$ cat config.mk
export PLATFORM = sky130hd
export DESIGN_NAME = dvs_cell
export DESIGN_NICKNAME = d
export VERILOG_FILES = /design/src/rtl/distinct_value_sorter_assert.svh /design/src/rtl/dvs_pkg.sv /design/src/rtl/dvs_cell.sv
export SDC_FILE = /design/constraint.sdc
export NUM_CORES = 1
export LEC_CHECK = 0
export BUFFER_PORTS_ARGS = -buffer_cell sky130_fd_sc_hd__buf_2
export CORE_ASPECT_RATIO = 2
export CORE_MARGIN = 2
export CORE_UTILIZATION = 50
export DETAILED_ROUTE_END_ITERATION = 7
export PLACE_DENSITY = 0.94
export SETUP_SLACK_MARGIN = 0.4
export SYNTH_ARGS = -nofsm -noshare
export SYNTH_HDL_FRONTEND = slang
export SYNTH_SLANG_ARGS = --single-unit
export TNS_END_PERCENT = 50
$ cat constraint.sdc
create_clock -name clk -period 8.5 [get_ports clk]
set_input_delay 1.275 -clock clk [delete_from_list [all_inputs] [get_ports clk]]
set_output_delay 1.275 -clock clk [all_outputs]
set_load 0.01 [all_outputs]
$ cat src/rtl/distinct_value_sorter_assert.svh
`ifndef DISTINCT_VALUE_SORTER_ASSERT_SVH
`define DISTINCT_VALUE_SORTER_ASSERT_SVH

// same-cycle implication, checked outside reset
`define DVS_ASSERT_NOW(lbl, ante, cons, msg) \
  lbl: assert property (@(posedge clk) disable iff (!rst_n) (ante) |-> (cons)) \
    else $error(msg);

// next-cycle implication, checked outside reset
`define DVS_ASSERT_NEXT(lbl, ante, cons, msg) \
  lbl: assert property (@(posedge clk) disable iff (!rst_n) (ante) |=> (cons)) \
    else $error(msg);

`endif

$ cat src/rtl/dvs_pkg.sv
package dvs_pkg;

  localparam int CAPACITY = 64;
  localparam int IN_W     = 32;
  localparam int VAL_W    = 31;
  localparam int OUT_W    = 32;

  typedef enum logic [1:0] {
    ST_LOAD,
    ST_DRAIN,
    ST_EMPTY
  } state_t;

  typedef struct packed {
    logic             ins;
    logic             drain;
    logic [VAL_W-1:0] value;
  } cell_ctrl_t;

endpackage

$ cat src/rtl/dvs_cell.sv
module dvs_cell (
  input  logic                          clk,
  input  logic                          rst_n,
  input  dvs_pkg::cell_ctrl_t           ctrl,
  input  logic                          left_less,
  input  logic [dvs_pkg::VAL_W-1:0]     left_val,
  input  logic                          left_valid,
  input  logic [dvs_pkg::VAL_W-1:0]     right_val,
  input  logic                          right_valid,
  output logic                          less,
  output logic                          eq,
  output logic [dvs_pkg::VAL_W-1:0]     val,
  output logic                          valid
);

  logic [dvs_pkg::VAL_W-1:0] val_r, val_nxt;
  logic                      valid_r, valid_nxt;

  assign less  = valid_r && (val_r < ctrl.value);
  assign eq    = valid_r && (val_r == ctrl.value);
  assign val   = val_r;
  assign valid = valid_r;

  always_comb begin
    val_nxt   = val_r;
    valid_nxt = valid_r;
    if (ctrl.ins && !less) begin
      if (left_less) begin
        val_nxt   = ctrl.value;
        valid_nxt = 1'b1;
      end else begin
        val_nxt   = left_val;
        valid_nxt = left_valid;
      end
    end else if (ctrl.drain) begin
      val_nxt   = right_val;
      valid_nxt = right_valid;
    end
  end

  always_ff @(posedge clk) begin
    val_r <= val_nxt;
  end

  always_ff @(posedge clk) begin
    if (!rst_n) begin
      valid_r <= 1'b0;
    end else begin
      valid_r <= valid_nxt;
    end
  end

endmodule

==> qor.txt <==
GRT Resource Usage Total -> 0.237
Total routed wirelength -> 6800 microns
DRC viols -> 0
Share of the synthesized area in the top cell type -> 0.349
Remaining global-route overflow -> 0
Crit start category -> primary input
Status -> complete, no violations
Critical path class -> in2out
Num CTS Buffers -> 5
DIE WIDTH -> 55.7 microns
TritonCTS clock tree -> yes
Relative slew slack -> 0.486
Max Transition Viols Final -> 0
H-tree Lvls -> 2
RSZ-0062 raised after global routing -> no
Setup Fix Bufs, Post-CTS -> 0
Crit-path most repeated cell -> buf_2
Vias in the first global route -> 2474
DPL Wire Length -> 5660 microns
Synth Flop Type -> edfxtp_1
Fin Hold WS -> 0.655 ns
Via count -> 2213
Setup violations, final -> 0
Top-Level Pins -> 134
Final #Nets -> 488
Hold_buf cts -> 0
Post-synthesis cell count -> 222
Ys async rst share -> 0
Diode count -> 0
Crit-path cells -> buf_2 -> inv_1 -> ha_1 -> nand4_2 -> nor4_4 -> nand2_2 -> nor4_1 -> buf_2
Design area -> 3460 sq um
Vias/cell -> 5.32
CP Buf/Inv Count -> 3
Worst Tran Pin Value -> 0.771 ns
Number of synthesized flops with an enable pin -> 31
Pwr/cell area -> 144 nW/um^2
Period utilisation layout -> 0.484
Leakage power -> 0.00178 uW
Initial antenna violation count -> 0
Area contributors post-synth -> edfxtp_1 (35%), mux2_4 (16%), ha_1 (15%)
Port Buffers -> 133
CP top delay family -> simple AND/OR/NAND/NOR gates
Total Power -> 498 uW
Hold WC Path Type -> reg2reg
Syn Nets -> 353
Fillcell total -> 424
Final min period -> 4.11 ns
First-pass GRT wire length -> 10900 microns
Arr. time, crit path -> 2.84 ns
Yosys top cell by area -> edfxtp_1
Skew-Pair Late Insertion Delay -> 0.27 ns
Clock sink count -> 32
Initial DRC count -> 54
Cell Count, Final, Fillers Out -> 416
Slowest cell delay on critical path -> 0.35 ns
Routed WL per cell -> 16.3 microns
Die area -> 5980 sq um
CTS resizes -> 0
Clk slew on worst S/H paths -> 0.06 ns
Yosys reg bits -> 32
Area grow syn2layout -> 29.4%
Area post-placement -> 3370 sq um
Core Box Area -> 5140 sq um
Avg Cell Area, Syn -> 12.0 sq um
Starting Density -> 0.520
CP Capture Type -> output pin
TritonRoute pass-1 iters -> 4
Slowest CP cell -> nor4_4
Max Freq -> 243 MHz
CTS max path bufs -> 2
Skew final -> 0.00304 ns
Layout cells sized above 1 -> 0.584
Max_cap viols -> 0
Placed Cells -> 408
Peak supply drop -> 0.000116 V
Synth top cells by count -> mux2_2 (34), inv_1 (32), edfxtp_1 (31), ha_1 (31), mux2_4 (28)
DRT antenna net count -> 0
# rows -> 37
Hold Vio Cnt, Final -> 0
Sequential fraction of the synthesis area -> 0.356
Worst path required time -> 7.22 ns
Fin Setup TNS -> 0 ns
Synth Cell Area -> 2670 sq um
Largest net degree at the start of global routing -> 33
Most numerous cell in the Yosys netlist -> mux2_2
CP Max Fanout -> 3
GPL Wtd Cong -> 0.809
Clock root buffer -> clkbuf_8
Die Ht -> 107 microns
Distinct cells, synth -> 30
Synth warn -> 0
cells by family (layout without fill, tap and decap cells):
family                   after synthesis  in the layout  synth area share
flip-flops                            32             32             0.356
buffers and inverters                 39            175            0.0633
AO/OA/AOI/OAI                         27             27            0.0665
AND/OR/NAND/NOR                       30             30            0.0642
multiplexers                          63             63             0.305
adder cells (fa/ha/maj)               31             31             0.145
metrics by stage:
stage	util	setup slack [ns]
floorplan	-	4.61
global placement	0.657	4.47
global route	0.673	4.20
finish	0.673	4.39
detailed placement	0.657	4.39
CTS	0.673	4.38
power by group:
| part | internal (uW) | switching [uW] |
|---|---|---|
| clock | 57.4 | 52.6 |
| sequential | 199 | 11.5 |
| combinational | 92.1 | 85.2 |
area by class of cell:
cell class | instances | area [sq um] | share of cell area
multi-input combinational | 151 | 1550 | 0.449
inverter | 32 | 120 | 0.0348
timing repair buffer | 135 | 681 | 0.197
sequential | 32 | 951 | 0.275
clock buffer | 7 | 76.3 | 0.0221
tap | 58 | 72.6 | 0.0210
clock inverter | 1 | 5.00 | 0.00145
worst paths after layout:
kind	from	to	slack (ns)	cells after the start
worst min register to register	valid$_SDFFE_PN0P_	valid$_SDFFE_PN0P_	0.65	2
worst max-delay path	ctrl[30]	eq	4.39	8
worst max register to register	val[28]$_DFFE_PP_	val[0]$_DFFE_PP_	5.48	8
worst min-delay path	valid$_SDFFE_PN0P_	valid$_SDFFE_PN0P_	0.65	2
per-layer routing:
metal	part of all wire	GRT usage
met5	0	0
met3	0.038	0.0300
met1	0.33	0.215
met2	0.60	0.483
met4	0.038	0.127
registers in the layout, summed over array words and instances (netlist names):
name	count
valid	1
val	31
worst min-delay path: stages, from the launching register on:
cell and delay (ns):
dfxtp_1 0.35, o211ai_1 0.19, mux2i_1 0.07
placed cells by master (no fill, tap or decap), drive strengths merged:
cell,n
nand2b,3
nand4,5
a31oi,1
edfxtp,31
mux2,62
nand2,12
mux2i,1
dfxtp,1
nor3,1
buf,135
nor4,2
inv,32
nor2,4
nand3,1
clkbuf,7
clkinv,1
a22oi,1
a211oi,1
ha,31
a21oi,14
nand3b,1
nor3b,1
o211ai,2
o21ai,8
No activity file was read; power rests on OpenSTA's default activity.
